File: config.mk
export PLATFORM = sky130hd
export DESIGN_NAME = line_edit_integer_parser_unit
export DESIGN_NICKNAME = d
export VERILOG_FILES = /design/src/rtl/leip_pkg.sv /design/src/rtl/line_edit_integer_parser_unit.sv /design/src/rtl/leip_ram.sv /design/src/rtl/leip_ctrl.sv /design/src/rtl/leip_dp.sv
export VERILOG_INCLUDE_DIRS = /design/src /design/src/rtl
export SDC_FILE = /design/constraint.sdc
export NUM_CORES = 1
export LEC_CHECK = 0
export ABC_CLOCK_PERIOD_IN_PS = 11650
export BUFFER_PORTS_ARGS = -buffer_cell sky130_fd_sc_hd__buf_2
export CAP_MARGIN = 20
export CORE_ASPECT_RATIO = 0.75
export CORE_MARGIN = 1.5
export CORE_UTILIZATION = 45
export DETAILED_ROUTE_END_ITERATION = 16
export SLEW_MARGIN = 25
export SYNTH_ARGS = -nofsm -noshare
export SYNTH_HDL_FRONTEND = slang
export SYNTH_HIERARCHICAL = 1
export SYNTH_SLANG_ARGS = --single-unit
File: constraint.sdc
create_clock -name clk -period 11.65 [get_ports clk]
set_input_delay 0 -clock clk [delete_from_list [all_inputs] [get_ports clk]]
set_output_delay 0 -clock clk [all_outputs]
set_load 0.01 [all_outputs]
File: src/rtl/line_edit_integer_parser_unit_defines.svh
// Assertion macros shared by the line editing parser modules.
// The enclosing module provides clk and arst_n.
`ifndef LINE_EDIT_INTEGER_PARSER_UNIT_DEFINES_SVH
`define LINE_EDIT_INTEGER_PARSER_UNIT_DEFINES_SVH

`ifndef ASSERT_OFF
`define LEIP_ASSERT(lbl, prop, msg) \
	lbl: assert property (@(posedge clk) disable iff (!arst_n) prop) else $error(msg);
`define LEIP_ASSERT_ALWAYS(lbl, prop, msg) \
	lbl: assert property (@(posedge clk) prop) else $error(msg);
`else
`define LEIP_ASSERT(lbl, prop, msg)
`define LEIP_ASSERT_ALWAYS(lbl, prop, msg)
`endif

`endif

File: src/rtl/leip_pkg.sv
`timescale 1ns / 1ps
`default_nettype none
package leip_pkg;

	localparam int LINE_DEPTH_DEF = 32;

	localparam logic [7:0] CH_NUL   = 8'h00;
	localparam logic [7:0] CH_TAB   = 8'h09;
	localparam logic [7:0] CH_LF    = 8'h0A;
	localparam logic [7:0] CH_CR    = 8'h0D;
	localparam logic [7:0] CH_BS    = 8'h08;
	localparam logic [7:0] CH_SP    = 8'h20;
	localparam logic [7:0] CH_PLUS  = 8'h2B;
	localparam logic [7:0] CH_MINUS = 8'h2D;
	localparam logic [7:0] CH_ZERO  = 8'h30;
	localparam logic [7:0] CH_NINE  = 8'h39;
	localparam logic [7:0] CH_UA    = 8'h41;
	localparam logic [7:0] CH_UH    = 8'h48;
	localparam logic [7:0] CH_UX    = 8'h58;
	localparam logic [7:0] CH_UZ    = 8'h5A;
	localparam logic [7:0] CH_LA    = 8'h61;
	localparam logic [7:0] CH_LH    = 8'h68;
	localparam logic [7:0] CH_LX    = 8'h78;
	localparam logic [7:0] CH_LZ    = 8'h7A;

	typedef enum logic [2:0] {
		SEL_CHAR,
		SEL_CR,
		SEL_LF,
		SEL_BS,
		SEL_SP,
		SEL_NUM
	} out_sel_t;

	typedef struct packed {
		logic     take;
		logic     store;
		logic     erase;
		logic     rd_last;
		logic     hdr;
		logic     scan;
		logic     fin;
		logic     load;
		out_sel_t sel;
		logic     last;
	} dp_cmd_t;

	typedef struct packed {
		logic byte_zero;
		logic byte_cr;
		logic byte_bs;
		logic byte_lf;
		logic len_zero;
		logic len_full;
		logic erase_en;
		logic scan_busy;
		logic out_free;
	} dp_sts_t;

endpackage
`default_nettype wire

File: src/rtl/line_edit_integer_parser_unit.sv
// Line editing integer parser. Each accepted character yields zero to three results, one per
// cycle as the output register frees: a stored character is echoed (LF as CR LF), backspace
// erases with an optional BS SP BS echo, zero bytes and characters beyond the line depth are
// dropped silently. Carriage return parses the stored line by walking the line memory through
// its single read port, one character per cycle, before CR, LF and the number are delivered.
// No new character is taken while a parse or an echo is in progress, but the next character
// is taken while the final result of the previous one waits in the output register. The line
// memory needs no clearing after reset. The erase echo setting may be written at any idle time.
`timescale 1ns / 1ps
`default_nettype none
module line_edit_integer_parser_unit #(
	parameter int LINE_DEPTH = leip_pkg::LINE_DEPTH_DEF
) (
	input  wire logic               clk,
	input  wire logic               arst_n,
	input  wire logic               cfg_valid,
	output      logic               cfg_ready,
	input  wire logic               cfg_data,
	input  wire logic               in_valid,
	output      logic               in_ready,
	input  wire logic [7:0]         rx_byte,
	output      logic               out_valid,
	input  wire logic               out_ready,
	output      logic               out_kind,
	output      logic [7:0]         echo_byte,
	output      logic signed [31:0] value,
	output      logic               last
);
	import leip_pkg::*;

	dp_cmd_t cmd;
	dp_sts_t sts;

	assign cfg_ready = 1'b1;

	leip_ctrl u_ctrl (
		.clk     (clk),
		.arst_n  (arst_n),
		.in_valid(in_valid),
		.in_ready(in_ready),
		.sts     (sts),
		.cmd     (cmd)
	);

	leip_dp #(
		.LINE_DEPTH(LINE_DEPTH)
	) u_dp (
		.clk      (clk),
		.arst_n   (arst_n),
		.rx_byte  (rx_byte),
		.cfg_valid(cfg_valid),
		.cfg_data (cfg_data),
		.out_ready(out_ready),
		.cmd      (cmd),
		.sts      (sts),
		.out_valid(out_valid),
		.out_kind (out_kind),
		.echo_byte(echo_byte),
		.value    (value),
		.last     (last)
	);

endmodule
`default_nettype wire

File: src/rtl/leip_ram.sv
`timescale 1ns / 1ps
`default_nettype none
module leip_ram #(
	parameter int WIDTH = 8,
	parameter int DEPTH = 32
) (
	input  wire logic                     clk,
	input  wire logic                     we,
	input  wire logic [$clog2(DEPTH)-1:0] waddr,
	input  wire logic [WIDTH-1:0]         wdata,
	input  wire logic                     re,
	input  wire logic [$clog2(DEPTH)-1:0] raddr,
	output      logic [WIDTH-1:0]         rdata
);

	logic [WIDTH-1:0] mem_q [DEPTH];
	logic [WIDTH-1:0] rdata_q;

	always_ff @(posedge clk) begin
		if (we) begin
			mem_q[waddr] <= wdata;
		end
		if (re) begin
			rdata_q <= mem_q[raddr];
		end
	end

	assign rdata = rdata_q;

endmodule
`default_nettype wire

File: src/rtl/leip_ctrl.sv
`timescale 1ns / 1ps
`default_nettype none
`include "line_edit_integer_parser_unit_defines.svh"
module leip_ctrl (
	input  wire logic              clk,
	input  wire logic              arst_n,
	input  wire logic              in_valid,
	output      logic              in_ready,
	input  wire leip_pkg::dp_sts_t sts,
	output      leip_pkg::dp_cmd_t cmd
);
	import leip_pkg::*;

	localparam logic [2:0] S_IDLE  = 3'd0;
	localparam logic [2:0] S_OUT   = 3'd1;
	localparam logic [2:0] S_PLAST = 3'd2;
	localparam logic [2:0] S_PHDR  = 3'd3;
	localparam logic [2:0] S_PSCAN = 3'd4;
	localparam logic [2:0] S_PFIN  = 3'd5;

	localparam logic [1:0] M_CHAR  = 2'd0;
	localparam logic [1:0] M_LF    = 2'd1;
	localparam logic [1:0] M_ERASE = 2'd2;
	localparam logic [1:0] M_CRLF  = 2'd3;

	logic [2:0] state_q, state_d;
	logic [1:0] mode_q, mode_d;
	logic [1:0] idx_q, idx_d;
	out_sel_t   sel;
	logic       sel_last;
	logic       accept;

	assign in_ready = (state_q == S_IDLE);
	assign accept   = in_valid && in_ready;

	always_comb begin
		sel      = SEL_CHAR;
		sel_last = 1'b1;
		unique case (mode_q)
			M_CHAR: begin
				sel      = SEL_CHAR;
				sel_last = 1'b1;
			end
			M_LF: begin
				sel      = (idx_q == 2'd0) ? SEL_CR : SEL_CHAR;
				sel_last = (idx_q != 2'd0);
			end
			M_ERASE: begin
				sel      = (idx_q == 2'd1) ? SEL_SP : SEL_BS;
				sel_last = (idx_q == 2'd2);
			end
			M_CRLF: begin
				sel      = (idx_q == 2'd0) ? SEL_CR : ((idx_q == 2'd1) ? SEL_LF : SEL_NUM);
				sel_last = (idx_q == 2'd2);
			end
			default: begin
				sel      = SEL_CHAR;
				sel_last = 1'b1;
			end
		endcase
	end

	always_comb begin
		state_d     = state_q;
		mode_d      = mode_q;
		idx_d       = idx_q;
		cmd         = '0;
		cmd.sel     = sel;
		cmd.last    = sel_last;
		unique case (state_q)
			S_IDLE: begin
				if (accept) begin
					cmd.take = 1'b1;
					idx_d    = 2'd0;
					priority if (sts.byte_zero) begin
						state_d = S_IDLE;
					end else if (sts.byte_cr) begin
						state_d = S_PLAST;
					end else if (sts.byte_bs) begin
						if (!sts.len_zero) begin
							cmd.erase = 1'b1;
							if (sts.erase_en) begin
								mode_d  = M_ERASE;
								state_d = S_OUT;
							end
						end
					end else if (!sts.len_full) begin
						cmd.store = 1'b1;
						mode_d    = sts.byte_lf ? M_LF : M_CHAR;
						state_d   = S_OUT;
					end
				end
			end
			S_OUT: begin
				if (sts.out_free) begin
					cmd.load = 1'b1;
					if (sel_last) begin
						state_d = S_IDLE;
					end else begin
						idx_d = idx_q + 2'd1;
					end
				end
			end
			S_PLAST: begin
				cmd.rd_last = 1'b1;
				state_d     = S_PHDR;
			end
			S_PHDR: begin
				cmd.hdr = 1'b1;
				state_d = S_PSCAN;
			end
			S_PSCAN: begin
				cmd.scan = 1'b1;
				if (!sts.scan_busy) begin
					state_d = S_PFIN;
				end
			end
			S_PFIN: begin
				cmd.fin = 1'b1;
				mode_d  = M_CRLF;
				idx_d   = 2'd0;
				state_d = S_OUT;
			end
			default: begin
				state_d = S_IDLE;
			end
		endcase
	end

	always_ff @(posedge clk or negedge arst_n) begin
		if (!arst_n) begin
			state_q <= S_IDLE;
			mode_q  <= M_CHAR;
			idx_q   <= 2'd0;
		end else begin
			state_q <= state_d;
			mode_q  <= mode_d;
			idx_q   <= idx_d;
		end
	end

	`LEIP_ASSERT(a_cmd_exclusive, $onehot0({cmd.store, cmd.erase, cmd.hdr, cmd.scan, cmd.fin, cmd.load}), "datapath commands overlap")
	`LEIP_ASSERT(a_fin_then_out, cmd.fin |=> (state_q == S_OUT) && (idx_q == 2'd0), "parse end did not start the output sequence")

endmodule
`default_nettype wire

File: src/rtl/leip_dp.sv
`timescale 1ns / 1ps
`default_nettype none
`include "line_edit_integer_parser_unit_defines.svh"
module leip_dp #(
	parameter int LINE_DEPTH = leip_pkg::LINE_DEPTH_DEF
) (
	input  wire logic               clk,
	input  wire logic               arst_n,
	input  wire logic [7:0]         rx_byte,
	input  wire logic               cfg_valid,
	input  wire logic               cfg_data,
	input  wire logic               out_ready,
	input  wire leip_pkg::dp_cmd_t  cmd,
	output      leip_pkg::dp_sts_t  sts,
	output      logic               out_valid,
	output      logic               out_kind,
	output      logic [7:0]         echo_byte,
	output      logic signed [31:0] value,
	output      logic               last
);
	import leip_pkg::*;

	localparam int AW = $clog2(LINE_DEPTH);
	localparam int LW = $clog2(LINE_DEPTH + 1);

	localparam logic [1:0] PH_SKIP = 2'd0;
	localparam logic [1:0] PH_DIG  = 2'd1;
	localparam logic [1:0] PH_STOP = 2'd2;

	logic [LW-1:0] len_q;
	logic [7:0]    c_q;
	logic [7:0]    b_q [3];
	logic          erase_en_q;
	logic [LW-1:0] rd_ptr_q;
	logic [LW-1:0] end_q;
	logic          d_vld_q;
	logic          neg_q, hex_q, empty_q, dneg_q;
	logic [1:0]    phase_q;
	logic [31:0]   acc_q;
	logic [31:0]   num_q;

	logic          out_valid_q;
	logic          out_kind_q;
	logic [7:0]    echo_byte_q;
	logic [31:0]   value_q;
	logic          last_q;

	logic          ram_re;
	logic [AW-1:0] ram_raddr;
	logic [7:0]    rdata;
	logic          issue;

	logic          h_neg, h_prefix, h_sfx, h_empty;
	logic [7:0]    h_bp0, h_bp1;
	logic [LW-1:0] h_p1, h_pos, h_end;

	logic          c_digit, c_space, c_upper, c_lower;
	logic [31:0]   hex_dig, acc_hex, acc_dec;

	assign issue     = cmd.scan && (rd_ptr_q < end_q);
	assign ram_re    = cmd.rd_last || issue;
	assign ram_raddr = cmd.rd_last ? AW'(len_q - LW'(1)) : rd_ptr_q[AW-1:0];

	leip_ram #(
		.WIDTH(8),
		.DEPTH(LINE_DEPTH)
	) u_line_ram (
		.clk  (clk),
		.we   (cmd.store),
		.waddr(len_q[AW-1:0]),
		.wdata(rx_byte),
		.re   (ram_re),
		.raddr(ram_raddr),
		.rdata(rdata)
	);

	always_comb begin
		h_neg    = (len_q != '0) && (b_q[0] == CH_MINUS);
		h_bp0    = h_neg ? b_q[1] : b_q[0];
		h_bp1    = h_neg ? b_q[2] : b_q[1];
		h_p1     = h_neg ? LW'(2) : LW'(1);
		h_prefix = (h_p1 < len_q) && (h_bp0 == CH_ZERO) &&
			((h_bp1 == CH_LX) || (h_bp1 == CH_UX));
		h_pos    = LW'(h_neg) + (h_prefix ? LW'(2) : LW'(0));
		h_empty  = (h_pos >= len_q);
		h_sfx    = (rdata == CH_LH) || (rdata == CH_UH);
		h_end    = h_empty ? h_pos : (len_q - LW'(h_sfx));
	end

	always_comb begin
		c_digit = (rdata >= CH_ZERO) && (rdata <= CH_NINE);
		c_space = (rdata == CH_SP) || ((rdata >= CH_TAB) && (rdata <= CH_CR));
		c_upper = (rdata >= CH_UA) && (rdata <= CH_UZ);
		c_lower = (rdata >= CH_LA) && (rdata <= CH_LZ);
		priority if (c_upper) begin
			hex_dig = {24'd0, rdata} - {24'd0, CH_UA} + 32'd10;
		end else if (c_lower) begin
			hex_dig = {24'd0, rdata} - {24'd0, CH_LA} + 32'd10;
		end else begin
			hex_dig = {24'd0, rdata} - {24'd0, CH_ZERO};
		end
		acc_hex = {acc_q[27:0], 4'd0} + hex_dig;
		acc_dec = {acc_q[28:0], 3'd0} + {acc_q[30:0], 1'b0} + {28'd0, rdata[3:0]};
	end

	always_ff @(posedge clk or negedge arst_n) begin
		if (!arst_n) begin
			len_q      <= '0;
			erase_en_q <= 1'b1;
			d_vld_q    <= 1'b0;
		end else begin
			if (cfg_valid) begin
				erase_en_q <= cfg_data;
			end
			d_vld_q <= issue;
			priority if (cmd.store) begin
				len_q <= len_q + LW'(1);
			end else if (cmd.erase) begin
				len_q <= len_q - LW'(1);
			end else if (cmd.fin) begin
				len_q <= '0;
			end
		end
	end

	always_ff @(posedge clk) begin
		if (cmd.take) begin
			c_q <= rx_byte;
		end
		if (cmd.store && (len_q < LW'(3))) begin
			b_q[len_q[1:0]] <= rx_byte;
		end
		if (cmd.hdr) begin
			neg_q    <= h_neg;
			hex_q    <= h_prefix || h_sfx;
			empty_q  <= h_empty;
			rd_ptr_q <= h_pos;
			end_q    <= h_end;
			dneg_q   <= 1'b0;
			phase_q  <= PH_SKIP;
			acc_q    <= '0;
		end else begin
			if (issue) begin
				rd_ptr_q <= rd_ptr_q + LW'(1);
			end
			if (d_vld_q) begin
				if (hex_q) begin
					acc_q <= acc_hex;
				end else begin
					unique case (phase_q)
						PH_SKIP: begin
							priority if (c_space) begin
								phase_q <= PH_SKIP;
							end else if (rdata == CH_PLUS) begin
								phase_q <= PH_DIG;
							end else if (rdata == CH_MINUS) begin
								phase_q <= PH_DIG;
								dneg_q  <= 1'b1;
							end else if (c_digit) begin
								phase_q <= PH_DIG;
								acc_q   <= acc_dec;
							end else begin
								phase_q <= PH_STOP;
							end
						end
						PH_DIG: begin
							if (c_digit) begin
								acc_q <= acc_dec;
							end else begin
								phase_q <= PH_STOP;
							end
						end
						default: begin
							phase_q <= PH_STOP;
						end
					endcase
				end
			end
		end
		if (cmd.fin) begin
			if (empty_q) begin
				num_q <= '1;
			end else begin
				num_q <= (neg_q ^ dneg_q) ? (32'd0 - acc_q) : acc_q;
			end
		end
	end

	always_ff @(posedge clk or negedge arst_n) begin
		if (!arst_n) begin
			out_valid_q <= 1'b0;
		end else if (cmd.load) begin
			out_valid_q <= 1'b1;
		end else if (out_ready) begin
			out_valid_q <= 1'b0;
		end
	end

	always_ff @(posedge clk) begin
		if (cmd.load) begin
			last_q     <= cmd.last;
			out_kind_q <= 1'b0;
			value_q    <= '0;
			unique case (cmd.sel)
				SEL_CHAR: echo_byte_q <= c_q;
				SEL_CR:   echo_byte_q <= CH_CR;
				SEL_LF:   echo_byte_q <= CH_LF;
				SEL_BS:   echo_byte_q <= CH_BS;
				SEL_SP:   echo_byte_q <= CH_SP;
				SEL_NUM: begin
					echo_byte_q <= CH_NUL;
					out_kind_q  <= 1'b1;
					value_q     <= num_q;
				end
				default:  echo_byte_q <= CH_NUL;
			endcase
		end
	end

	always_comb begin
		sts.byte_zero = (rx_byte == CH_NUL);
		sts.byte_cr   = (rx_byte == CH_CR);
		sts.byte_bs   = (rx_byte == CH_BS);
		sts.byte_lf   = (rx_byte == CH_LF);
		sts.len_zero  = (len_q == '0);
		sts.len_full  = (len_q >= LW'(LINE_DEPTH));
		sts.erase_en  = erase_en_q;
		sts.scan_busy = (rd_ptr_q < end_q) || d_vld_q;
		sts.out_free  = !out_valid_q || out_ready;
	end

	assign out_valid = out_valid_q;
	assign out_kind  = out_kind_q;
	assign echo_byte = echo_byte_q;
	assign value     = signed'(value_q);
	assign last      = last_q;

	`LEIP_ASSERT(a_len_bound, len_q <= LW'(LINE_DEPTH), "line length passed the buffer depth")
	`LEIP_ASSERT(a_store_room, cmd.store |-> (len_q < LW'(LINE_DEPTH)), "store into a full line")
	`LEIP_ASSERT(a_scan_ptr, cmd.scan |-> (rd_ptr_q <= end_q) && (end_q <= len_q), "bad scan range")
	`LEIP_ASSERT(a_load_free, cmd.load |-> (!out_valid_q || out_ready), "result overwritten")

endmodule
`default_nettype wire

==> impl_metrics.csv, run 1 <==
group,metric,value,unit
sta,timing.final.crit_share,49.8,%
detailed_routing,first_pass_iters,7,
floorplan,dieHeight,196,um
critical_path,r2r_cells,19,
clock_tree,cts_buffers,45,
place,dpl.hpwl,36.4,mm
power_and_ir_drop,finalPower,3.85,mW
critical_path,crit_buf_inv,2,
detailed_routing,first_iter_violations,1274,
critical_path,cp.depth,19,
synthesis,synth.yosys.seq_area_share,56.6,%
detailed_routing,remaining_drc_errors,0,
grt,track_usage,20.9,%
detailed_routing,routed_wl,52.6,mm
floorplan,rows,70,
sta,hold_viol,0,
grt,antenna_found_initial,1,
sta,grt_setup_unrepaired,"false",
clock_tree,insertion_delay,580,ps
cells_and_area,drive_gt1_share,15.9,%
cells_and_area,n_antenna_cell,0,
cells_and_area,fill_cells,4186,
min_path,min_path_cells,2,
synthesis,synthCells,1698,
clock_tree,postCtsSetupRepairBufs,0,
sta,min_period,5800,ps
place,placed_cells,2358,
clock_tree,cts_buffer_depth,3,
sta,relSlewSlack,31.3,%
critical_path,cp_data_arrival_time,6290,ps
sta,setup-tns-final,0,ps
floorplan,initial_utilization,45.7,%
cells_and_area,multi_input_area,0.00931,mm^2
sta,tightest_slew,1030,ps
clock_tree,postCtsHoldBufs,11,
critical_path,crit_path_max_fanout,23,
critical_path,crit_required,12140,ps
synthesis,synth_top_flop_cell,"edfxtp_1",
cells_and_area,seqCellArea,0.0126,mm^2
critical_path,crit_type,"reg2reg",
critical_path,crit_path_max_incr_delay,510,ps
synthesis,async_flop_share,3.68,%
critical_path,start_kind,"register",
detailed_routing,drtAntennaViolNets,0,
power_and_ir_drop,power_density,154,mW/mm^2
sta,fin_worst_skew,10.7,ps
floorplan,die_area,0.0510,mm^2
synthesis,yosysTopAreaCell,"edfxtp_1",
grt,grt_max_degree,65,
place,dpl_cell_area,0.0233,mm^2
power_and_ir_drop,ir_drop,0.000120,V
clock_tree,htreeDepth,2,
cells_and_area,fin_cells,2451,
grt,grt_pass1_vias,13505,
flow_run,drv_cap,0,
place,place_congestion,0.832,
floorplan,core-area,0.0489,mm^2
critical_path,crit_family,"compound AO/OA/AOI/OAI gates",
clock_tree,path_clk_slew,60,ps
cells_and_area,nets,1903,
critical_path,crit_chain,"inv_1 -> ha_1 -> or3b_2 -> a21boi_0 -> o21ai_0 -> a21o_1 -> o31ai_2 -> buf_4 -> ha_1 -> a211oi_1 -> o21ai_0 -> a2111oi_0 -> o21ai_0 -> a21o_1 -> o22a_1 -> a31oi_1 -> and4b_1 -> o31ai_1 -> a311oi_1",
clock_tree,cts_root_buffer,"clkbuf_16",
clock_tree,cts_tree,"built",
critical_path,crit_top_cell,"o21ai_0",
sta,drv_slew,0,
cells_and_area,finish.instance_area,0.0249,mm^2
floorplan,pin_count,59,
synthesis,avgSynthCellArea,13.2,um^2
synthesis,ys_types,89,
power_and_ir_drop,leakagePower,9.13,nW
synthesis,ys_warn_count,6,
synthesis,ys_ff_latch,435,
grt,grt_use_met2,27.7,%
detailed_routing,via_count,14246,
critical_path,crit_slowest_cell,"edfxtp_1",
sta,setup_viol,0,
clock_tree,post_cts_resize_count,0,
synthesis,netlist_area,0.0223,mm^2
grt,grt_use_met1,34.2,%
detailed_routing,drt-wirelength-per-cell,21.5,um
run_status,outcome,"finished clean",
sta,max_freq,172,MHz
grt,grt-busiest-layer,"met1",
place,portBuffers,57,
grt,grtUsageMet3,5.04,%
cells_and_area,synthToLayoutAreaGrowth,11.6,%
synthesis,synth_area_leaders,"edfxtp_1 (52%), mux4_2 (8.1%), ha_1 (6.6%)",
min_path,hold_path.class,"in2reg",
grt,grt.overflow.total,0,
floorplan,die_w,260,um
critical_path,end_kind,"register",
grt,grt_pass1_wl,81.0,mm
detailed_routing,via_per_inst,5.81,
synthesis,synth.top_cell.area_share,51.6,%
clock_tree,clock_sinks,435,
sta,hold_slack,55.5,ps
synthesis,synthesis.nets,1833,
synthesis,synth_edf_count,384,
==> registers in the layout (all words and copies together) (netlist names), 2 cells and up <==
name                   cells
u_dp/u_line_ram/rdata      8
u_dp/num_q                32
u_dp/end_q                 6
u_dp/rd_ptr_q              6
u_dp/value                32
u_ctrl/state_q             3
u_dp/len_q                 6
u_dp/c_q                   8
u_dp/phase_q               2
u_dp/b_q                  23
u_ctrl/mode_q              2
u_dp/echo_byte             8
u_dp/u_line_ram/mem_q    256
u_ctrl/idx_q               2
u_dp/acc_q                32
==> synth_stat cells, types with 11 or more instances <==
library cell	count
nor2b_1	12
inv_1	39
nand2b_1	36
a21oi_1	93
dfxtp_1	35
xnor2_1	52
edfxtp_1	384
nand3_1	15
nand2_1	79
clkbuf_1	43
a21o_1	29
nor3_1	52
dfrtp_1	15
and3_1	16
o21ai_0	74
mux4_2	80
a31oi_1	17
o211ai_1	19
and2_1	47
a211oi_1	25
nor2_1	152
ha_1	118
mux2i_1	13
buf_4	11
o21a_1	13
xor2_1	38
==> cell families (layout without fill, tap and decap cells) <==
group           Yosys count  after routing  share of synthesized area [%]
flops                   435            435                           56.6
mux                     103            103                           9.15
simple gates            495            495                           11.6
xor+xnor                 91             91                           3.60
buf+inv                 109            214                           2.11
fa+ha+maj               121            121                           6.88
other cells               1              1                         0.0168
compound gates          343            343                           10.1
==> path summary, 6_finish.rpt <==
| kind | slack, ps | start | endpoint |
|---|---|---|---|
| worst max-delay path | 5850 | u_dp/u_line_ram/rdata[1]$_DFFE_PP_ | u_dp/acc_q[30]$_SDFFE_PP0P_ |
| worst max register to register | 5850 | u_dp/u_line_ram/rdata[1]$_DFFE_PP_ | u_dp/acc_q[30]$_SDFFE_PP0P_ |
| worst min register to register | 520 | u_dp/num_q[16]$_SDFFCE_PP1P_ | u_dp/value[16]$_SDFFCE_PN0P_ |
| max in group asynchronous | 11210 | arst_n | u_dp/erase_en_q$_DFFE_PN1P_ |
| min in group asynchronous | 80 | arst_n | u_dp/out_valid$_DFFE_PN0P_ |
| worst min-delay path | 60 | rx_byte[4] | u_dp/u_line_ram/mem_q[20][4]$_DFFE_PP_ |
==> placed cells by master, fill, tap and decap left out, types with 11 or more instances in the layout <==
cell             n
a31oi_1         17
a21oi_1         90
dfrtp_1         15
dlygate4sd3_1   11
and3_1          16
buf_2           57
o21ai_0         73
mux4_2          80
inv_1           39
o21a_1          13
xor2_1          37
nand3_1         15
o211ai_1        19
clkbuf_16       45
nor2_1         150
dfxtp_1         35
and2_1          47
nor3_1          52
buf_4           21
nor2b_1         12
xnor2_1         51
a211oi_1        25
a21o_1          29
ha_1           118
nand2_1         79
nand2b_1        36
mux2i_1         13
edfxtp_1       384
==> metrics by stage <==
stage | setup WS (ps) | util (%)
final | 5850 | 51.0
after global routing | 5300 | 51.0
after CTS | 5890 | 50.9
after detailed placement | 5920 | 47.8
after global placement | 6050 | 47.8
after floorplan | 5870 | -
==> power by group <==
| part | internal (mW) | total (mW) | switching (mW) | leakage (nW) |
|---|---|---|---|---|
| registers | 1.83 | 1.93 | 0.101 | 3.98 |
| clock network | 0.808 | 1.42 | 0.615 | 0.697 |
| logic | 0.184 | 0.495 | 0.311 | 4.46 |
==> metal layers <==
metal / up-vias / wire (um)
met3: 52 / 4030
met2: 436 / 20900
met4: 2 / 764
met5: - / 8
met1: 7092 / 26900
li1: 6664 / -
==> final cells by class <==
cell class                 count  share of cell area (%)
tap                          648                    3.25
timing repair buffer          90                    2.26
clock inverter                28                    1.14
multi-input combinational   1154                    37.4
sequential                   435                    50.7
inverter                      42                   0.638
clock buffer                  54                    4.65
No activity file was read; power rests on OpenSTA's default activity.
==> run 2: changes to the inputs <==
ABC_CLOCK_PERIOD_IN_PS = 5000   (was 11650)
clock period = 5 ns   (was 11.65 ns; I/O delays follow)
==> impl_metrics.csv, run 2 (synthesis results as in run 1) <==
group,metric,value,unit
run_status,outcome,"finished clean",
floorplan,core-area,0.0489,mm^2
grt,grt_max_degree,65,
cells_and_area,final_common_cell,"edfxtp_1",
grt,grt.overflow.total,0,
floorplan,die_w,260,um
sta,tightest_slew,971,ps
clock_tree,htreeDepth,2,
detailed_routing,routed_wl,54.0,mm
cells_and_area,n_antenna_cell,0,
flow_run,drv_cap,0,
cells_and_area,finish.instance_area,0.0256,mm^2
grt,antenna_found_initial,2,
cells_and_area,fill_cells,4154,
clock_tree,cts_buffers,44,
cells_and_area,nets,1962,
place,dpl.hpwl,37.5,mm
grt,grt_pass1_wl,82.7,mm
cells_and_area,drive_gt1_share,19.9,%
power_and_ir_drop,leakagePower,9.48,nW
sta,drv_slew,0,
floorplan,dieHeight,196,um
critical_path,crit_type,"reg2reg",
sta,setup_viol,0,
power_and_ir_drop,ir_drop,0.000307,V
sta,min_period,4740,ps
detailed_routing,first_iter_violations,1270,
sta,setup-tns-final,0,ps
detailed_routing,drtAntennaViolNets,0,
place,portBuffers,57,
clock_tree,cts_buffer_depth,3,
detailed_routing,drt-wirelength-per-cell,21.5,um
detailed_routing,via_count,14427,
cells_and_area,final_util,52.4,%
cells_and_area,final_cell_mix,"edfxtp_1 (384), nor2_1 (149), ha_1 (115), a21oi_1 (88), mux4_2 (80)",
sta,hold_slack,81.2,ps
sta,timing.final.ws_setup,259,ps
floorplan,initial_utilization,45.7,%
place,dpl_cell_area,0.0238,mm^2
place,place_congestion,0.898,
floorplan,die_area,0.0510,mm^2
detailed_routing,remaining_drc_errors,0,
critical_path,crit_required,5510,ps
clock_tree,clock_sinks,435,
sta,max_freq,211,MHz
floorplan,pin_count,59,
clock_tree,path_clk_slew,60,ps
sta,relSlewSlack,35.3,%
sta,hold_viol,0,
cells_and_area,largest_reg_flops,256,
cells_and_area,top_register,"u_dp/u_line_ram/mem_q",
clock_tree,cts_root_buffer,"clkbuf_16",
grt,grt_pass1_vias,13890,
sta,fin_worst_skew,34.4,ps
detailed_routing,first_pass_iters,5,
cells_and_area,synthToLayoutAreaGrowth,14.7,%
power_and_ir_drop,power_density,355,mW/mm^2
sta,timing.final.crit_share,94.8,%
clock_tree,cts_tree,"built",
min_path,hold_path.class,"in2async",
clock_tree,insertion_delay,580,ps
critical_path,cp_data_arrival_time,5250,ps
critical_path,crit_path_max_fanout,15,
sta,grt_setup_unrepaired,"true",
critical_path,start_kind,"register",
place,dp_slack,38.5,ps
floorplan,rows,70,
critical_path,end_kind,"register",
detailed_routing,via_per_inst,5.75,
grt,track_usage,21.4,%
## run 2: cell count changes in the layout (fill, tap and decap cells not counted), moves of 3 or more
cell and delta:
buf_4 +54, o21ai_0 -5, buf_12 +4, dlygate4sd3_1 +3
ha_1 -3, nor3_1 -3, nor3_2 +3, o21ai_2 +3
## run 2: power by group
part	internal (mW)	leakage, nW	total (mW)	switching, mW
Combinational	0.464	4.79	1.28	0.819
Sequential	4.26	3.98	4.41	0.147
Clock	1.97	0.710	3.40	1.43
Total	6.70	9.48	9.09	2.40
## run 2: per-stage QoR
| step | power, mW | std cells |
|---|---|---|
| 2_1_floorplan | 5.25 | 1698 |
| 3_3_place_gp | 5.72 | 2410 |
| 3_5_place_dp | 5.75 | 2410 |
| 4_1_cts | 9.18 | 2503 |
| 5_1_grt | 9.49 | 2508 |
| 6_report | 9.09 | 2508 |
## run 2: path summary, 6_finish.rpt
path | startpoint | endpoint | slack [ps] | depth (start not counted)
min | arst_n | u_dp/d_vld_q$_DFF_PN0_ | 80 | 2
max in group asynchronous | arst_n | u_dp/erase_en_q$_DFFE_PN1P_ | 4590 | 2
min reg2reg | u_dp/num_q[31]$_SDFFCE_PP1P_ | u_dp/value[31]$_SDFFCE_PN0P_ | 520 | 1
max | u_dp/u_line_ram/rdata[1]$_DFFE_PP_ | u_dp/acc_q[31]$_SDFFE_PP0P_ | 260 | 21
min in group clk | cfg_valid | u_dp/erase_en_q$_DFFE_PN1P_ | 230 | 3
max reg2reg | u_dp/u_line_ram/rdata[1]$_DFFE_PP_ | u_dp/acc_q[31]$_SDFFE_PP0P_ | 260 | 21
## run 2: worst max-delay path, stage by stage, from the launching register on
cell	delay, ps
edfxtp_1	400
buf_4	190
or4_4	540
nor2_8	180
nand2_4	80
o221ai_4	290
nand2_4	110
o31ai_4	310
buf_4	210
buf_4	220
ha_2	330
o211ai_1	300
nor4_1	110
a32o_1	250
o211ai_1	190
buf_4	160
a21oi_2	70
nor2_1	120
a31oi_1	90
xnor2_1	130
a211o_1	300
a21oi_2	90
## run 2: timing repair
item	in CTS	in global routing
hold buffers	14	0
resized for setup	0	38
endpoints found under the setup margin	0	16
endpoints found under the hold margin	173	0
buffers inserted	0	5
## run 2: area by class of cell
cell class / instances / area [um^2] / area share [%]
clock buffers: 54 / 1160 / 4.52
clock inverters: 25 / 324 / 1.26
inverters: 42 / 159 / 0.620
multi-input cells: 1154 / 9470 / 37.0
flip-flops and latches: 435 / 12600 / 49.3
well taps: 648 / 811 / 3.16
repair buffers: 150 / 1070 / 4.17
## run 2: metal layers
metal | part of all wire (%) | track usage [%] | up-vias
met5 | 0.015 | 0 | -
met4 | 1.4 | 4.11 | 2
met3 | 7.2 | 4.56 | 55
met2 | 41 | 29.4 | 441
met1 | 50 | 34.5 | 7151
li1 | - | - | 6778
==> run 3: changes to the inputs <==
CTS_BUF_LIST = sky130_fd_sc_hd__clkbuf_16   (was not set)
==> impl_metrics.csv, run 3 (synthesis results as in run 1) <==
group,metric,value,unit
run_status,outcome,"finished clean",
place,dp_slack,38.5,ps
grt,grt_pass1_vias,13890,
critical_path,cp-endpoint,"u_dp/acc_q[31]$_SDFFE_PP0P_",
cells_and_area,synthToLayoutAreaGrowth,14.6,%
floorplan,die_area,0.0510,mm^2
clock_tree,cts_root_buffer,"clkbuf_16",
sta,fin_worst_skew,35.3,ps
sta,relSlewSlack,34.4,%
critical_path,crit_top_cell,"buf_4",
grt,grt_pass1_wl,82.7,mm
sta,hold_viol,0,
floorplan,pin_count,59,
detailed_routing,drtAntennaViolNets,0,
detailed_routing,first_iter_violations,1272,
detailed_routing,via_per_inst,5.77,
sta,tightest_slew,984,ps
grt,track_usage,21.4,%
detailed_routing,remaining_drc_errors,0,
grt,grt.overflow.total,0,
critical_path,crit_path_max_incr_delay,540,ps
clock_tree,insertion_delay,580,ps
clock_tree,path_clk_slew,60,ps
critical_path,start_kind,"register",
clock_tree,cts_buffer_depth,3,
power_and_ir_drop,power_density,353,mW/mm^2
power_and_ir_drop,leakagePower,9.50,nW
sta,grt_setup_unrepaired,"true",
place,place_congestion,0.898,
floorplan,core-area,0.0489,mm^2
critical_path,r2r_cells,21,
cells_and_area,final_common_cell,"edfxtp_1",
critical_path,crit_type,"reg2reg",
cells_and_area,fill_cells,4158,
sta,hold_slack,80.1,ps
clock_tree,htreeDepth,2,
grt,grt_max_degree,65,
floorplan,initial_utilization,45.7,%
critical_path,crit_family,"compound AO/OA/AOI/OAI gates",
critical_path,crit_buf_inv,4,
sta,timing.final.ws_setup,258,ps
sta,timing.final.crit_share,94.8,%
clock_tree,cts_tree,"built",
sta,drv_slew,0,
critical_path,cp.depth,21,
critical_path,crit_slowest_cell,"or4_4",
detailed_routing,drt-wirelength-per-cell,21.5,um
clock_tree,clock_sinks,435,
power_and_ir_drop,ir_drop,0.000307,V
detailed_routing,first_pass_iters,5,
floorplan,rows,70,
critical_path,reg2reg_from,"u_dp/u_line_ram/rdata[1]$_DFFE_PP_",
critical_path,crit_path_max_fanout,15,
detailed_routing,routed_wl,54.0,mm
critical_path,rr_endpoint,"u_dp/acc_q[31]$_SDFFE_PP0P_",
cells_and_area,largest_reg_flops,256,
cells_and_area,top_register,"u_dp/u_line_ram/mem_q",
critical_path,crit_start,"u_dp/u_line_ram/rdata[1]$_DFFE_PP_",
cells_and_area,drive_gt1_share,19.8,%
cells_and_area,final_cell_mix,"edfxtp_1 (384), nor2_1 (149), ha_1 (115), a21oi_1 (88), mux4_2 (80)",
critical_path,reg2reg_setup_slack,260,ps
critical_path,crit_required,5510,ps
clock_tree,cts_buffers,44,
critical_path,crit_chain,"buf_4 -> or4_4 -> nor2_8 -> nand2_4 -> o221ai_4 -> nand2_4 -> o31ai_4 -> buf_4 -> buf_4 -> ha_2 -> o211ai_1 -> nor4_1 -> a32o_1 -> o211ai_1 -> buf_4 -> a21oi_2 -> nor2_1 -> a31oi_1 -> xnor2_1 -> a211o_1 -> a21oi_2",
place,dpl.hpwl,37.5,mm
grt,antenna_found_initial,2,
place,portBuffers,57,
detailed_routing,via_count,14471,
flow_run,drv_cap,0,
sta,max_freq,211,MHz
floorplan,dieHeight,196,um
sta,min_period,4740,ps
sta,setup_viol,0,
cells_and_area,nets,1962,
floorplan,die_w,260,um
critical_path,end_kind,"register",
cells_and_area,n_antenna_cell,0,
min_path,hold_path.class,"in2async",
critical_path,cp_data_arrival_time,5250,ps
==> run 3: changes by cell type in the layout (fill, tap and decap cells not counted), sizes merged <==
cell    change
clkbuf     -10
inv         +8
clkinv      +2
==> run 3: repair_timing <==
item                       in CTS  in global routing
resized for setup               0                 38
setup buffers                   0                  5
hold buffers                   14                  0
hold endpoints to repair      172                  0
setup endpoints to repair       0                 16
==> run 3: power breakdown <==
group	total (mW)	switching [mW]	internal, mW
clock network	3.36	1.43	1.93
registers	4.41	0.147	4.26
logic	1.28	0.819	0.464
total	9.05	2.40	6.65
==> run 3: worst min-delay path by stage <==
stage,slack (ps),endpoint,depth (start not counted)
detailed placement,-30,u_dp/len_q[1]$_DFFE_PN0P_,1
global route,70,u_dp/d_vld_q$_DFF_PN0_,2
global placement,-30,u_dp/len_q[1]$_DFFE_PN0P_,1
finish,80,u_dp/d_vld_q$_DFF_PN0_,2
floorplan,-300,u_ctrl/idx_q[0]$_DFFE_PN0P_,0
CTS,30,u_dp/d_vld_q$_DFF_PN0_,2
==> run 3: final cells by class <==
| class | instances | area, um^2 | share of cell area, % |
|---|---|---|---|
| clock buffer | 44 | 1100 | 4.30 |
| clock inverter | 35 | 362 | 1.41 |
| inverter | 42 | 159 | 0.621 |
| multi-input combinational | 1154 | 9470 | 37.0 |
| sequential | 435 | 12600 | 49.3 |
| tap | 648 | 811 | 3.17 |
| timing repair buffer | 150 | 1070 | 4.17 |
==> run 3: per-stage QoR <==
| step | TNS [ps] | util (%) | cells | instance area (um^2) | total power, mW |
|---|---|---|---|---|---|
| global route | -113 | 52.4 | 2508 | 25600 | 9.44 |
| floorplan | 0 | - | 1698 | 22400 | 5.25 |
| detailed placement | 0 | 48.7 | 2410 | 23800 | 5.75 |
| finish | 0 | 52.4 | 2508 | 25600 | 9.05 |
| CTS | 0 | 52.0 | 2503 | 25400 | 9.13 |
| global placement | 0 | 48.7 | 2410 | 23800 | 5.72 |
==> run 3: per-layer routing <==
metal  global-route usage, %  up-vias  wire (um)
met3                    4.56       55       3930
li1                        -     6787          -
met4                    4.11        2        773
met5                       0        -          8
met1                    34.5     7182      27000
met2                    29.4      445      22300
